<file path="src/sv/ppg_pkg.sv">
// ----------------------------------------------------------------------------
// ppg_pkg
// Shared constants and the signed sine lookup for the plasma pixel generator.
// ----------------------------------------------------------------------------
package ppg_pkg;

    localparam int unsigned CoordWidth = 8;
    localparam int unsigned PixelWidth = 8;
    localparam int unsigned SineDepth  = 256;
    localparam int unsigned PipeDepth  = 5;

    // output bias that turns a signed sine into an unsigned level
    localparam logic [7:0] MidBias    = 8'h80;
    localparam logic [7:0] RowOffset  = 8'd128;
    localparam logic [9:0] SumOffset  = 10'd256;
    localparam logic [7:0] InvertMask = 8'hFF;

    typedef logic signed [7:0] sine_t;
    typedef logic [CoordWidth-1:0] coord_t;
    typedef logic [PixelWidth-1:0] pixel_t;

    // 256-entry signed sine, one period
    localparam sine_t SINE_ROM [SineDepth] = '{
        8'sd0, 8'sd3, 8'sd6, 8'sd9, 8'sd12, 8'sd15, 8'sd18, 8'sd21, 8'sd24, 8'sd28,
        8'sd31, 8'sd34, 8'sd37, 8'sd40, 8'sd43, 8'sd46, 8'sd48, 8'sd51, 8'sd54, 8'sd57,
        8'sd60, 8'sd63, 8'sd65, 8'sd68, 8'sd71, 8'sd73, 8'sd76, 8'sd78, 8'sd81, 8'sd83,
        8'sd85, 8'sd88, 8'sd90, 8'sd92, 8'sd94, 8'sd96, 8'sd98, 8'sd100, 8'sd102, 8'sd104,
        8'sd106, 8'sd108, 8'sd109, 8'sd111, 8'sd112, 8'sd114, 8'sd115, 8'sd116, 8'sd118,
        8'sd119, 8'sd120, 8'sd121, 8'sd122, 8'sd123, 8'sd124, 8'sd124, 8'sd125, 8'sd126,
        8'sd126, 8'sd127, 8'sd127, 8'sd127, 8'sd127, 8'sd127, 8'sd127, 8'sd127, 8'sd127,
        8'sd127, 8'sd127, 8'sd126, 8'sd126, 8'sd125, 8'sd124, 8'sd124, 8'sd123, 8'sd122,
        8'sd121, 8'sd120, 8'sd119, 8'sd118, 8'sd117, 8'sd115, 8'sd114, 8'sd112, 8'sd111,
        8'sd109, 8'sd108, 8'sd106, 8'sd104, 8'sd102, 8'sd100, 8'sd99, 8'sd97, 8'sd94,
        8'sd92, 8'sd90, 8'sd88, 8'sd86, 8'sd83, 8'sd81, 8'sd78, 8'sd76, 8'sd73, 8'sd71,
        8'sd68, 8'sd65, 8'sd63, 8'sd60, 8'sd57, 8'sd54, 8'sd52, 8'sd49, 8'sd46, 8'sd43,
        8'sd40, 8'sd37, 8'sd34, 8'sd31, 8'sd28, 8'sd25, 8'sd22, 8'sd18, 8'sd15, 8'sd12,
        8'sd9, 8'sd6, 8'sd3,
        8'sd0, -8'sd2, -8'sd6, -8'sd9, -8'sd12, -8'sd15, -8'sd18, -8'sd21, -8'sd24,
        -8'sd27, -8'sd30, -8'sd33, -8'sd36, -8'sd39, -8'sd42, -8'sd45, -8'sd48, -8'sd51,
        -8'sd54, -8'sd57, -8'sd60, -8'sd62, -8'sd65, -8'sd68, -8'sd70, -8'sd73, -8'sd76,
        -8'sd78, -8'sd81, -8'sd83, -8'sd85, -8'sd88, -8'sd90, -8'sd92, -8'sd94, -8'sd96,
        -8'sd98, -8'sd100, -8'sd102, -8'sd104, -8'sd106, -8'sd107, -8'sd109, -8'sd111,
        -8'sd112, -8'sd114, -8'sd115, -8'sd116, -8'sd118, -8'sd119, -8'sd120, -8'sd121,
        -8'sd122, -8'sd123, -8'sd124, -8'sd124, -8'sd125, -8'sd126, -8'sd126, -8'sd127,
        -8'sd127, -8'sd127, -8'sd127, -8'sd127, -8'sd127, -8'sd127, -8'sd127, -8'sd127,
        -8'sd127, -8'sd127, -8'sd126, -8'sd126, -8'sd125, -8'sd124, -8'sd124, -8'sd123,
        -8'sd122, -8'sd121, -8'sd120, -8'sd119, -8'sd118, -8'sd117, -8'sd115, -8'sd114,
        -8'sd113, -8'sd111, -8'sd109, -8'sd108, -8'sd106, -8'sd104, -8'sd103, -8'sd101,
        -8'sd99, -8'sd97, -8'sd95, -8'sd92, -8'sd90, -8'sd88, -8'sd86, -8'sd83, -8'sd81,
        -8'sd79, -8'sd76, -8'sd74, -8'sd71, -8'sd68, -8'sd66, -8'sd63, -8'sd60, -8'sd57,
        -8'sd55, -8'sd52, -8'sd49, -8'sd46, -8'sd43, -8'sd40, -8'sd37, -8'sd34, -8'sd31,
        -8'sd28, -8'sd25, -8'sd22, -8'sd19, -8'sd16, -8'sd12, -8'sd9, -8'sd6, -8'sd3,
        -8'sd3
    };

    function automatic sine_t sine_lookup(input logic [7:0] idx);
        sine_lookup = SINE_ROM[idx];
    endfunction

endpackage

</file>
<file path="src/sv/ppg_req_if.sv">
// ----------------------------------------------------------------------------
// ppg_req_if
// Pixel request channel: coordinates, frame phase and foreground flag.
// ----------------------------------------------------------------------------
interface ppg_req_if;
    logic                valid;
    logic                ready;
    ppg_pkg::coord_t     column;
    ppg_pkg::coord_t     row;
    ppg_pkg::coord_t     frame;
    logic                is_foreground;

    modport source (output valid, column, row, frame, is_foreground, input ready);
    modport sink   (input valid, column, row, frame, is_foreground, output ready);
endinterface

</file>
<file path="src/sv/ppg_pix_if.sv">
// ----------------------------------------------------------------------------
// ppg_pix_if
// Pixel result channel: one RGB332 byte per word.
// ----------------------------------------------------------------------------
interface ppg_pix_if;
    logic                valid;
    logic                ready;
    ppg_pkg::pixel_t     pixel;

    modport source (output valid, pixel, input ready);
    modport sink   (input valid, pixel, output ready);
endinterface

</file>
<file path="src/sv/plasma_pixel_generator_top.sv">
// throughput: one word per cycle while the pixel sink keeps ready high
// the five-stage lookup pipeline stalls as a whole when the output word waits
// reset clears the stage valid bits only; no table fill or clearing pass
// the sine table is constant logic and is usable from the first cycle
// ----------------------------------------------------------------------------
// plasma_pixel_generator_top
// Plasma effect pixel generator: chained sine lookups to an RGB332 byte.
// ----------------------------------------------------------------------------
module plasma_pixel_generator_top (
    input  logic     clk,
    input  logic     rst_n,
    ppg_req_if.sink  req,
    ppg_pix_if.source pix
);

    // stage valid bits, last one drives the output
    logic [ppg_pkg::PipeDepth-1:0] valid_reg;
    logic [ppg_pkg::PipeDepth-1:0] valid_next;
    logic                          advance;

    // stage 1: frame sine and column sine
    ppg_pkg::sine_t  s1_sfrm_reg, s1_scol_reg;
    ppg_pkg::coord_t s1_row_reg, s1_frm_reg;
    logic            s1_fg_reg;
    // stage 2: row sine
    ppg_pkg::sine_t  s2_p_reg, s2_scol_reg;
    ppg_pkg::coord_t s2_frm_reg;
    logic            s2_fg_reg;
    // stage 3: blended color index
    logic [7:0]      s3_color_reg;
    ppg_pkg::coord_t s3_frm_reg;
    logic            s3_fg_reg;
    // stage 4: channel sines
    ppg_pkg::sine_t  s4_r_reg, s4_g_reg, s4_b_reg;
    logic            s4_fg_reg;
    // stage 5: output byte
    ppg_pkg::pixel_t pix_reg;

    logic [7:0]      row_idx;
    logic [9:0]      blend_sum;
    logic [7:0]      color_idx;
    logic [7:0]      r_idx, g_idx, b_idx;
    logic [7:0]      red, green, blue;
    ppg_pkg::pixel_t packed_pix;

    // whole pipe moves unless the output word is held
    assign advance = !valid_reg[ppg_pkg::PipeDepth-1] || pix.ready;
    assign req.ready = advance;
    assign pix.valid = valid_reg[ppg_pkg::PipeDepth-1];
    assign pix.pixel = pix_reg;

    always_comb
    begin
        valid_next = valid_reg;
        if (advance)
        begin
            valid_next = {valid_reg[ppg_pkg::PipeDepth-2:0], req.valid};
        end
    end

    always_ff @(posedge clk or negedge rst_n)
    begin
        if (!rst_n)
        begin
            valid_reg <= '0;
        end
        else
        begin
            valid_reg <= valid_next;
        end
    end

    // index arithmetic between stages
    assign row_idx   = s1_row_reg + ppg_pkg::RowOffset + s1_sfrm_reg;
    assign blend_sum = ppg_pkg::SumOffset + {{2{s2_scol_reg[7]}}, s2_scol_reg}
                       + {{2{s2_p_reg[7]}}, s2_p_reg};
    assign color_idx = blend_sum[8:1];
    assign r_idx     = s3_color_reg + s3_frm_reg;
    assign g_idx     = {s3_color_reg[4:0], 3'b000} - s3_color_reg + s3_frm_reg;
    assign b_idx     = {s3_color_reg[6:0], 1'b0} + s3_frm_reg;

    // bias by 128 flips the sign bit
    assign red   = s4_r_reg ^ ppg_pkg::MidBias;
    assign green = s4_g_reg ^ ppg_pkg::MidBias;
    assign blue  = s4_b_reg ^ ppg_pkg::MidBias;
    assign packed_pix = {red[7:5], green[7:5], blue[7:6]}
                        ^ (s4_fg_reg ? ppg_pkg::InvertMask : '0);

    // payload registers, no reset
    always_ff @(posedge clk)
    begin
        if (advance)
        begin
            s1_sfrm_reg  <= ppg_pkg::sine_lookup(req.frame);
            s1_scol_reg  <= ppg_pkg::sine_lookup(req.column + req.frame);
            s1_row_reg   <= req.row;
            s1_frm_reg   <= req.frame;
            s1_fg_reg    <= req.is_foreground;

            s2_p_reg     <= ppg_pkg::sine_lookup(row_idx);
            s2_scol_reg  <= s1_scol_reg;
            s2_frm_reg   <= s1_frm_reg;
            s2_fg_reg    <= s1_fg_reg;

            s3_color_reg <= color_idx;
            s3_frm_reg   <= s2_frm_reg;
            s3_fg_reg    <= s2_fg_reg;

            s4_r_reg     <= ppg_pkg::sine_lookup(r_idx);
            s4_g_reg     <= ppg_pkg::sine_lookup(g_idx);
            s4_b_reg     <= ppg_pkg::sine_lookup(b_idx);
            s4_fg_reg    <= s3_fg_reg;

            pix_reg      <= packed_pix;
        end
    end

`ifndef SYNTHESIS
    // an accepted word always enters the first stage
    a_accept_enters: assert property (@(posedge clk) disable iff (!rst_n)
        (req.valid && req.ready) |=> valid_reg[0])
        else $error("accepted word lost at pipe entry");

    // a held output word blocks new requests
    a_stall_blocks: assert property (@(posedge clk) disable iff (!rst_n)
        (pix.valid && !pix.ready) |-> !req.ready)
        else $error("request taken while output stalled");

    // a word in the last inner stage reaches the output when the pipe moves
    a_reaches_out: assert property (@(posedge clk) disable iff (!rst_n)
        (advance && valid_reg[ppg_pkg::PipeDepth-2]) |=> pix.valid)
        else $error("word dropped before output");

    // a stalled pipe keeps its occupancy
    a_stall_hold: assert property (@(posedge clk) disable iff (!rst_n)
        !advance |=> $stable(valid_reg))
        else $error("stage valid changed during stall");
`endif

endmodule
</file>
<file path="src/flat_wrapper.sv">
// flat-port wrapper written by rule: the top's interface ports become plain ports
module plasma_pixel_generator_top_flat 
  (clk, rst_n, req_valid, req_column, req_row, req_frame, req_is_foreground, req_ready, pix_valid, pix_pixel, pix_ready);
  ppg_req_if req_i ();
  ppg_pix_if pix_i ();
  input  logic clk;
  input  logic rst_n;
  input wire logic [$bits(req_i.valid)-1:0] req_valid;
  input wire logic [$bits(req_i.column)-1:0] req_column;
  input wire logic [$bits(req_i.row)-1:0] req_row;
  input wire logic [$bits(req_i.frame)-1:0] req_frame;
  input wire logic [$bits(req_i.is_foreground)-1:0] req_is_foreground;
  output wire logic [$bits(req_i.ready)-1:0] req_ready;
  output wire logic [$bits(pix_i.valid)-1:0] pix_valid;
  output wire logic [$bits(pix_i.pixel)-1:0] pix_pixel;
  input wire logic [$bits(pix_i.ready)-1:0] pix_ready;
  assign req_i.valid = req_valid;
  assign req_i.column = req_column;
  assign req_i.row = req_row;
  assign req_i.frame = req_frame;
  assign req_i.is_foreground = req_is_foreground;
  assign req_ready = req_i.ready;
  assign pix_valid = pix_i.valid;
  assign pix_pixel = pix_i.pixel;
  assign pix_i.ready = pix_ready;
  plasma_pixel_generator_top u_core (.clk(clk), .rst_n(rst_n), .req(req_i), .pix(pix_i));
endmodule
</file>
<file path="config.mk">
export PLATFORM = sky130hd
export DESIGN_NAME = plasma_pixel_generator_top_flat
export DESIGN_NICKNAME = d
export VERILOG_FILES = /design/src/sv/ppg_pkg.sv /design/src/sv/ppg_req_if.sv /design/src/sv/ppg_pix_if.sv /design/src/sv/plasma_pixel_generator_top.sv /design/src/flat_wrapper.sv
export SDC_FILE = /design/constraint.sdc
export NUM_CORES = 1
export LEC_CHECK = 0
export BUFFER_PORTS_ARGS = -buffer_cell sky130_fd_sc_hd__buf_2
export CORE_MARGIN = 10
export CORE_UTILIZATION = 25
export DETAILED_ROUTE_END_ITERATION = 16
export PLACE_DENSITY_LB_ADDON = 0.1
export SLEW_MARGIN = 10
export SYNTH_ARGS = -nofsm -noshare
export SYNTH_HDL_FRONTEND = slang
export SYNTH_SLANG_ARGS = --single-unit
</file>
<file path="constraint.sdc">
create_clock -name clk -period 8.7 [get_ports clk]
set_input_delay 0 -clock clk [delete_from_list [all_inputs] [get_ports clk]]
set_output_delay 0 -clock clk [all_outputs]
set_load 0.01 [all_outputs]
</file>
---- After elaboration in Yosys (flattened, before gate mapping) ----
Memories as Yosys holds them, arrays and structs flattened. A register that Yosys moved wholly into a read port is not among the register bits.
Index checks and enable logic that the tools add are counted.
Widths: inputs -> output; s select.
word-level totals
  register bits ........................... 65
  ROM bits ................................ 12288
  bits of input ports ..................... 29
  output and inout port bits .............. 10
  word-level logic and storage cells ...... 40
  memories ................................ 6
cells by class
  add/subtract/negate cells ............... 9
  muxes and demuxes ....................... 1
  bitwise logic cells ..................... 10
  reduce and logical (&&, ||, !) cells .... 2
memories
  memory            words  width  rd ports  clocked after Yosys merged registers in  write ports  RTL line       source
  (name not given)  256    8      1         1                                        0            ppg_pkg.sv:57  sine_lookup = SINE_ROM[idx];
  (name not given)  256    8      1         1                                        0            ppg_pkg.sv:57
  (name not given)  256    8      1         1                                        0            ppg_pkg.sv:57
  (name not given)  256    8      1         1                                        0            ppg_pkg.sv:57
  (name not given)  256    8      1         1                                        0            ppg_pkg.sv:57
  (name not given)  256    8      1         1                                        0            ppg_pkg.sv:57
operator list
  kind                 number
  $not 8->9            6
  $add 8x8->8          5
  $add 9x9->9          1
  $add 9x9->9 const A  1
  $add 8x8->8 const B  1
  $mux 8               1
  $sub 8x8->8          1
  $xor 8x8->8          1
  $not 1->1            3
  $logic_not 1->1      1
  $logic_or 1x1->1     1

---- Depth between registers and ports, before layout ----
Gate-level depths: netlist of the first run.
  depth after elaboration ................. 3
  gate-level depth with buffers ........... 14
  depth with buffers taken out ............ 13

---- Worst setup path before layout of the first run ----
OpenSTA, ideal clock, no wires.
  kind .................................... reg-to-reg
  start point ............................. reg u_core.valid_reg[4] in the netlist's numbering
  end point ............................... reg u_core.valid_reg[0] in the netlist's numbering
  setup time .............................. 133 ps
  arrival time ............................ 3679 ps
  data required time ...................... 8567 ps
  setup slack ............................. 4888 ps
  cell stages (with the launch flop) ...... 4
  buffers on the path ..................... 1
  period minus slack after synthesis ...... 3812 ps
  path through ............................ dfrtp_1 nand2b_1 clkbuf_1 mux2_2
on the way
  word-level cells in the longest chain between the ends .. 2
ends and longest elaborated chain
  what                    RTL line                          source
  start, declared         plasma_pixel_generator_top.sv:17  logic [ppg_pkg::PipeDepth-1:0] valid_reg;
  start signal, assigned  plasma_pixel_generator_top.sv:69  valid_reg <= valid_next;
  $logic_not 1->1         plasma_pixel_generator_top.sv:47  assign advance = !valid_reg[ppg_pkg::PipeDepth-1] || pix.ready;
  $logic_or 1x1->1        plasma_pixel_generator_top.sv:47
  named net req_ready     flat_wrapper.sv:13                output wire logic [$bits(req_i.ready)-1:0] req_ready;
The timed path passes the listed nets, and every way through them passes these cells.
A chain may end at the register's enable or synchronous reset.

---- Worst setup path in the final report of the first run ----
  start point ............................. reg u_core.s1_sfrm_reg[1]
  end point ............................... reg u_core.s2_p_reg[1] (data pin)
on the way
  word-level cells in the longest chain between the ends .. 2
ends and longest elaborated chain
  what                             RTL line                          source
  start, declared                  plasma_pixel_generator_top.sv:22  ppg_pkg::sine_t s1_sfrm_reg, s1_scol_reg;
  $add 8x8->8                      plasma_pixel_generator_top.sv:74  assign row_idx = s1_row_reg + ppg_pkg::RowOffset + s1_sfrm_reg;
  $not 8->9 (implied by the code)  ppg_pkg.sv:57
  end, declared                    plasma_pixel_generator_top.sv:26  ppg_pkg::sine_t s2_p_reg, s2_scol_reg;
Every way passes these cells.

==> results.tsv, run 1 <==
stage	metric	value	unit
yosys	yosysSeqAreaShare	24.6	%
clock_tree	clock_path_buffers	2	
yosys	ys_seq_elements	96	
worst_setup_path	critical_path_capture_point_type	flop	
worst_setup_path	timing.critical_path.required	8910	ps
timing	period_utilization_post_route	45.7	%
placement	finalWeightedCongestion	0.839	
yosys	ys_types	97	
global_route	grt_use_met3	1.15	%
clock_tree	tritoncts	done	
clock_tree	clk_pin_slew	70	ps
power	power_density_of_the_placed_cells	450	nW/µm²
die	std_cell_rows	78	
timing	period_minus_slack	3980	ps
timing	final.setup.tns	0	ps
yosys	yosysTopAreaCell	edfxtp_1	
flow_run	drv.max_cap_violation_count	0	
global_route	vias_in_the_first_global_route	10800	
timing	skew	5.96	ps
final_layout	filler_cell_count	4943	
global_route	grt_busiest_layer	met2	
clock_tree	number_of_clock_sinks_seen_by_cts	96	
yosys	synth_top_area_share	23.6	%
clock_tree	cell_at_the_root_of_the_clock_tree	clkbuf_16	
placement	place_hpwl	27400	µm
clock_tree	cts_post_setup_buffers_inserted	0	
worst_setup_path	ff2ff_path_depth	12	
final_layout	share_of_cells_above_drive_strength_1	9.52	%
yosys	netlist_top_cells_count	a21oi_1, nand2_1, nor2_1	
global_route	grtUsageMet1	19.6	%
detailed_routing	via_count	11100	
min_path	min-delay-path-class	input pin to flop	
placement	post-place-cells	1980	
timing	maxSlewViolCount	0	
die	full_die_area	55400	µm²
min_path	hold-path-endpoint	u_core.s1_frm_reg[0]$_DFFE_PP_	
outcome	result_of_the_run	finished, final reports clean	
worst_setup_path	critical_path.max_stage_delay	570	ps
placement	port_buffers	38	
worst_setup_path	worstPathArrival	4190	ps
min_path	worst_hold_path.num_cells	1	
clock_tree	cts_repair_resize_count	0	
yosys	syn-instance-count	1448	
worst_setup_path	r2r_setup_slack	4720	ps
die	fp.dieH	235	µm
yosys	ys_dominant_reg_cell	edfxtp_1	
detailed_routing	route.detailed.vias_per_inst	5.50	
yosys	post_synth_main_area_contributors	edfxtp_1, ha_1, a21oi_1	
die	die_w	235	µm
timing	final_number_of_setup_violating_endpoints	0	
final_layout	multi_input_area	7960	µm²
worst_setup_path	criticalPathCategory	flop to flop	
global_route	grt_max_degree	77	
timing	worst-slew-pin-transition	1060	ps
clock_tree	cts_hold_fix_bufs	12	
detailed_routing	drt_drc	0	
timing	timing.fmax	0.251	GHz
detailed_routing	mean_routed_wirelength_per_cell	20.0	µm
final_layout	final_cells	2010	
timing	worst_slew_margin_rel	29.5	%
worst_setup_path	critical_path_peak_fanout	70	
power	power.ir.vdd_worst	0.351	mV
clock_tree	worstSkewPairLatency	350	ps
die	floorplan.initialDensity	25.4	%
global_route	met2_usage	22.3	%
yosys	proportion_of_synthesized_flip_flops_having_asynchronous_set_or_reset	5.21	%
worst_setup_path	critical_path.cell_chain	ha_1 -> ha_1 -> inv_1 -> fa_2 -> buf_4 -> inv_1 -> o21ai_0 -> nor2_1 -> a211oi_1 -> o21ai_0 -> o311ai_1 -> a31o_1	
detailed_routing	detailedRoute.firstPassIterationCount	6	
yosys	synth.cell_area	11600	µm²
global_route	globalRouteOverflowTotal	0	
yosys	synthesis.area_per_instance	8.01	µm²
yosys	synth_nets	1578	
min_path	hold_startpoint	req_frame[0]	
global_route	antenna_found_initial	1	
detailed_routing	final_antenna_net_count	0	
clock_tree	number_of_cts_inserted_buffers	9	
final_layout	ff_latch_area	2860	µm²
die	number_of_i_o_pins	39	
global_route	grt_usage	13.9	%
yosys	synth-warning-count	0	
worst_setup_path	startpoint_type	flop	
worst_setup_path	cp_slowest_cell	inv_1	
timing	hold_viol	0	
timing	grt_setup_unrepaired	false	
detailed_routing	dr.first_iter.drc_count	1064	
worst_setup_path	worstReg2RegStart	u_core.s1_sfrm_reg[1]$_DFFE_PP_	
final_layout	fin_nets	1533	
worst_setup_path	timing.rr.end	u_core.s2_p_reg[1]$_DFFE_PP_	
final_layout	synthToLayoutAreaGrowth	8.76	%
die	floorplan.core_area	45600	µm²
power	power_leakage	0.00471	µW
yosys	synth-edff-count	91	
yosys	yosys.cell_count.top_type	a21oi_1	
clock_tree	ctsHtreeMaxLevel	3	
detailed_routing	routed_wirelength	40100	µm
global_route	wire_length_of_the_first_global_routing_pass	63800	µm
worst max path at each step:
stage / slack, ps / depth (start not counted) / to / start
after floorplan: 4890 / 3 / u_core.valid_reg[0]$_DFFE_PN0P_ / u_core.valid_reg[4]$_DFFE_PN0P_
after global placement: 4560 / 11 / u_core.s1_scol_reg[2]$_DFFE_PP_ / req_frame[0]
after detailed placement: 4390 / 10 / u_core.s1_scol_reg[2]$_DFFE_PP_ / req_frame[1]
after CTS: 4780 / 10 / u_core.s1_scol_reg[2]$_DFFE_PP_ / req_frame[1]
after global routing: 4460 / 12 / u_core.s2_p_reg[4]$_DFFE_PP_ / u_core.s1_sfrm_reg[1]$_DFFE_PP_
final: 4720 / 12 / u_core.s2_p_reg[1]$_DFFE_PP_ / u_core.s1_sfrm_reg[1]$_DFFE_PP_
worst max-delay path: cells and delay by family, from the launching register on:
kind,cells,cell delay (ps)
buffers and inverters,3,1170
adders and majority gates,3,960
and+or+nand+nor,1,80
DFF,1,380
AOI/OAI and AO/OA,5,1180
cell families after synthesis:
kind of cell / Yosys count / share of synthesized area, %
AO/OA/AOI/OAI: 541 / 30.7
AND/OR/NAND/NOR: 420 / 16.8
buffers and inverters: 197 / 7.34
adder cells (fa/ha/maj): 102 / 11.6
flip-flops: 96 / 24.6
XOR/XNOR: 53 / 4.20
multiplexers: 39 / 4.66
through the flow:
step,setup slack (ps),util [%],area [µm²],total power (µW),hold slack (ps)
2_1_floorplan,4890,-,11600,4230,-296
3_3_place_gp,4560,26.7,12200,5310,-178
3_5_place_dp,4390,26.7,12200,5250,-174
4_1_cts,4780,27.7,12600,5700,9.69
5_1_grt,4460,27.7,12600,6260,24.2
6_report,4720,27.7,12600,5680,28.7
layout by cell type, fill, tap and decap left out, drive strengths merged, types with 21 or more instances in the layout:
cell type,count
nand2,134
ha,91
o21ai,132
a311oi,21
o211ai,27
nor3,35
inv,71
nand2b,25
buf,59
nor2,135
xnor2,38
a31oi,28
a21oi,139
edfxtp,91
a211oi,46
nand3,36
report_power, final:
| group | leakage (µW) | switching (µW) | internal, µW |
|---|---|---|---|
| Combinational | 0.00360 | 2660 | 1640 |
| Sequential | 0.000974 | 122 | 841 |
| Clock | 0.000142 | 191 | 227 |
cell type report:
type                    count  area share, %
inverters                  70           2.08
flip-flops and latches     96           22.7
multi-input cells        1155           63.2
well taps                 600           5.95
diodes                      2         0.0397
clock inverters             6          0.585
repair buffers             71           3.71
clock buffers              10           1.82
metal layers:
layer  vias up  wire (µm)
met5         -          0
met4         0        743
met3        47       1770
met2       334      18400
met1      5355      19200
li1       5324          -
(Power assumes the default switching activity.)
==> run 2, diff against run 1 <==
Clock period 8.7 ns to 3.8 ns, I/O delays scaled along.
==> results.tsv, run 2 (synthesized netlist as in run 1, its figures left out) <==
stage	metric	value	unit
detailed_routing	dr.first_iter.drc_count	1054	
detailed_routing	detailedRoute.firstPassIterationCount	5	
final_layout	share_of_cells_above_drive_strength_1	12.7	%
worst_setup_path	timing.rr.end	u_core.s2_p_reg[3]$_DFFE_PP_	
worst_setup_path	critical_path_peak_fanout	23	
global_route	globalRouteOverflowTotal	0	
worst_setup_path	criticalPathCategory	flop to flop	
clock_tree	cts_repair_resize_count	0	
final_layout	utilization	28.7	%
power	switchingPower	6890	µW
placement	place_hpwl	29200	µm
detailed_routing	via_count	11200	
timing	period_minus_slack	3260	ps
final_layout	finish.instance_area	13100	µm²
die	floorplan.initialDensity	25.4	%
min_path	min-delay-path-class	input pin to flop	
worst_setup_path	ff2ff_path_depth	13	
clock_tree	clock_path_buffers	2	
final_layout	final_cell_mix	a21oi_1, nand2_1, nor2_1	
clock_tree	cts_post_setup_buffers_inserted	0	
die	die_w	235	µm
power	internal_power_contribution	6710	µW
power	pwr-share-comb	76.0	%
power	swShare	50.7	%
timing	worst_slew_margin_rel	48.2	%
worst_setup_path	worstReg2RegStart	u_core.s1_row_reg[1]$_DFFE_PP_	
worst_setup_path	critical_path.cell_chain	ha_1 -> ha_1 -> inv_1 -> fa_2 -> xor2_2 -> buf_4 -> buf_4 -> nand2_1 -> a221oi_1 -> a211oi_1 -> nor4_1 -> a311oi_1 -> a311oi_1	
placement	finalWeightedCongestion	0.866	
power	power.ir.vdd_worst	0.742	mV
detailed_routing	drt_drc	0	
die	floorplan.core_area	45600	µm²
worst_setup_path	timing.critical_path.required	3980	ps
detailed_routing	routed_wirelength	40200	µm
power	power_density_of_the_placed_cells	1040	nW/µm²
min_path	hold-path-endpoint	u_core.s1_frm_reg[0]$_DFFE_PP_	
die	full_die_area	55400	µm²
timing	skew	17.1	ps
timing	timing.fmax	0.307	GHz
clock_tree	worstSkewPairLatency	360	ps
timing	final.setup.tns	0	ps
detailed_routing	final_antenna_net_count	0	
final_layout	mostFrequentLayoutCell	a21oi_1	
flow_run	drv.max_cap_violation_count	0	
timing	worst-slew-pin-transition	775	ps
die	fp.dieH	235	µm
worst_setup_path	worstPathArrival	3440	ps
worst_setup_path	critical_path.max_stage_delay	390	ps
power	p_clk_share	7.9	%
global_route	grt_usage	13.9	%
timing	final_number_of_setup_violating_endpoints	0	
clock_tree	cell_at_the_root_of_the_clock_tree	clkbuf_16	
worst_setup_path	r2r_setup_slack	540	ps
timing	grt_setup_unrepaired	false	
final_layout	antenna_cells_inserted	0	
power	power_leakage	0.00501	µW
detailed_routing	mean_routed_wirelength_per_cell	19.5	µm
placement	dpl_cell_area	12600	µm²
final_layout	synthToLayoutAreaGrowth	12.9	%
clock_tree	tritoncts	done	
timing	maxSlewViolCount	0	
placement	port_buffers	38	
worst_setup_path	critical_path_capture_point_type	flop	
final_layout	fin_nets	1585	
global_route	vias_in_the_first_global_route	10700	
worst_setup_path	startpoint_type	flop	
clock_tree	number_of_cts_inserted_buffers	9	
detailed_routing	route.detailed.vias_per_inst	5.45	
min_path	worst_hold_path.num_cells	2	
global_route	grt_max_degree	72	
power	part_of_the_total_power_dissipated_in_sequential_elements	16.1	%
outcome	result_of_the_run	finished, final reports clean	
die	number_of_i_o_pins	39	
min_path	hold_startpoint	req_frame[0]	
global_route	antenna_found_initial	0	
clock_tree	number_of_clock_sinks_seen_by_cts	96	
clock_tree	clk_pin_slew	80	ps
timing	hold_viol	0	
timing	period_utilization_post_route	85.7	%
global_route	wire_length_of_the_first_global_routing_pass	63500	µm
die	std_cell_rows	78	
clock_tree	ctsHtreeMaxLevel	3	
worst_setup_path	cp_slowest_cell	fa_2	
[run 2: changes by cell type in the layout (fill, tap and decap cells not counted), moves of 2 or more]
cell / change
clkinv_1: +2
buf_12: +5
bufinv_16: +2
diode_2: -2
buf_4: +47
clkinvlp_4: -2
[run 2: layout make-up]
| cell class | count | area, µm² |
|---|---|---|
| clock buffers | 9 | 225 |
| repair buffers | 123 | 921 |
| inverters | 70 | 263 |
| flip-flops and latches | 96 | 2860 |
| well taps | 600 | 751 |
| fillers | 4895 | 32500 |
| clock inverters | 7 | 115 |
| multi-input cells | 1155 | 7950 |
[run 2: worst max path at each step]
stage | startpoint | endpoint | slack, ps | depth (start not counted)
after CTS | u_core.s1_row_reg[2]$_DFFE_PP_ | u_core.s2_p_reg[2]$_DFFE_PP_ | 550 | 11
after floorplan | req_frame[1] | u_core.s1_scol_reg[1]$_DFFE_PP_ | 570 | 14
after detailed placement | u_core.s1_row_reg[1]$_DFFE_PP_ | u_core.s2_p_reg[3]$_DFFE_PP_ | 560 | 13
after global placement | u_core.s1_row_reg[1]$_DFFE_PP_ | u_core.s2_p_reg[3]$_DFFE_PP_ | 510 | 13
after global routing | u_core.s1_row_reg[1]$_DFFE_PP_ | u_core.s2_p_reg[4]$_DFFE_PP_ | 360 | 13
final | u_core.s1_row_reg[1]$_DFFE_PP_ | u_core.s2_p_reg[3]$_DFFE_PP_ | 540 | 13
[run 2: critical path: cells and delay by family (launching register included)]
kind	cells	cell delay, ps
xor+xnor	1	130
fa+ha+maj	3	840
compound gates	4	700
buf+inv	3	640
flops	1	370
simple gates	2	400
[run 2: layer usage]
metal / track usage (%) / vias to the layer above / wire, µm
li1: - / 5447 / -
met1: 19.4 / 5400 / 18900
met2: 22.3 / 329 / 18700
met3: 1.26 / 47 / 1870
met4: 4.01 / 0 / 792
met5: 0 / - / 0
[run 2: power by group through the flow]
| stage | clock network [µW] | registers (µW) | logic (µW) |
|---|---|---|---|
| 2_1_floorplan | 0 | 2110 | 7550 |
| 3_3_place_gp | 0 | 2230 | 10400 |
| 3_5_place_dp | 0 | 2230 | 10200 |
| 4_1_cts | 1110 | 2210 | 10300 |
| 5_1_grt | 1150 | 2240 | 11500 |
| 6_report | 1080 | 2190 | 10300 |
[run 2: timing repair]
action | in CTS | in global routing
hold buffers | 12 | 0
endpoints found under the hold margin | 15 | 0
endpoints found under the setup margin | 0 | 0
[run 2: stage by stage]
step                      total power (µW)  setup WS [ps]  instances  hold WS (ps)
after floorplan                       9670            570       1448          -296
after global placement               12700            515       2032          -181
after detailed placement             12500            556       2032          -177
after CTS                            13600            554       2060          89.3
after global routing                 14900            365       2060           107
final                                13600            544       2060           115
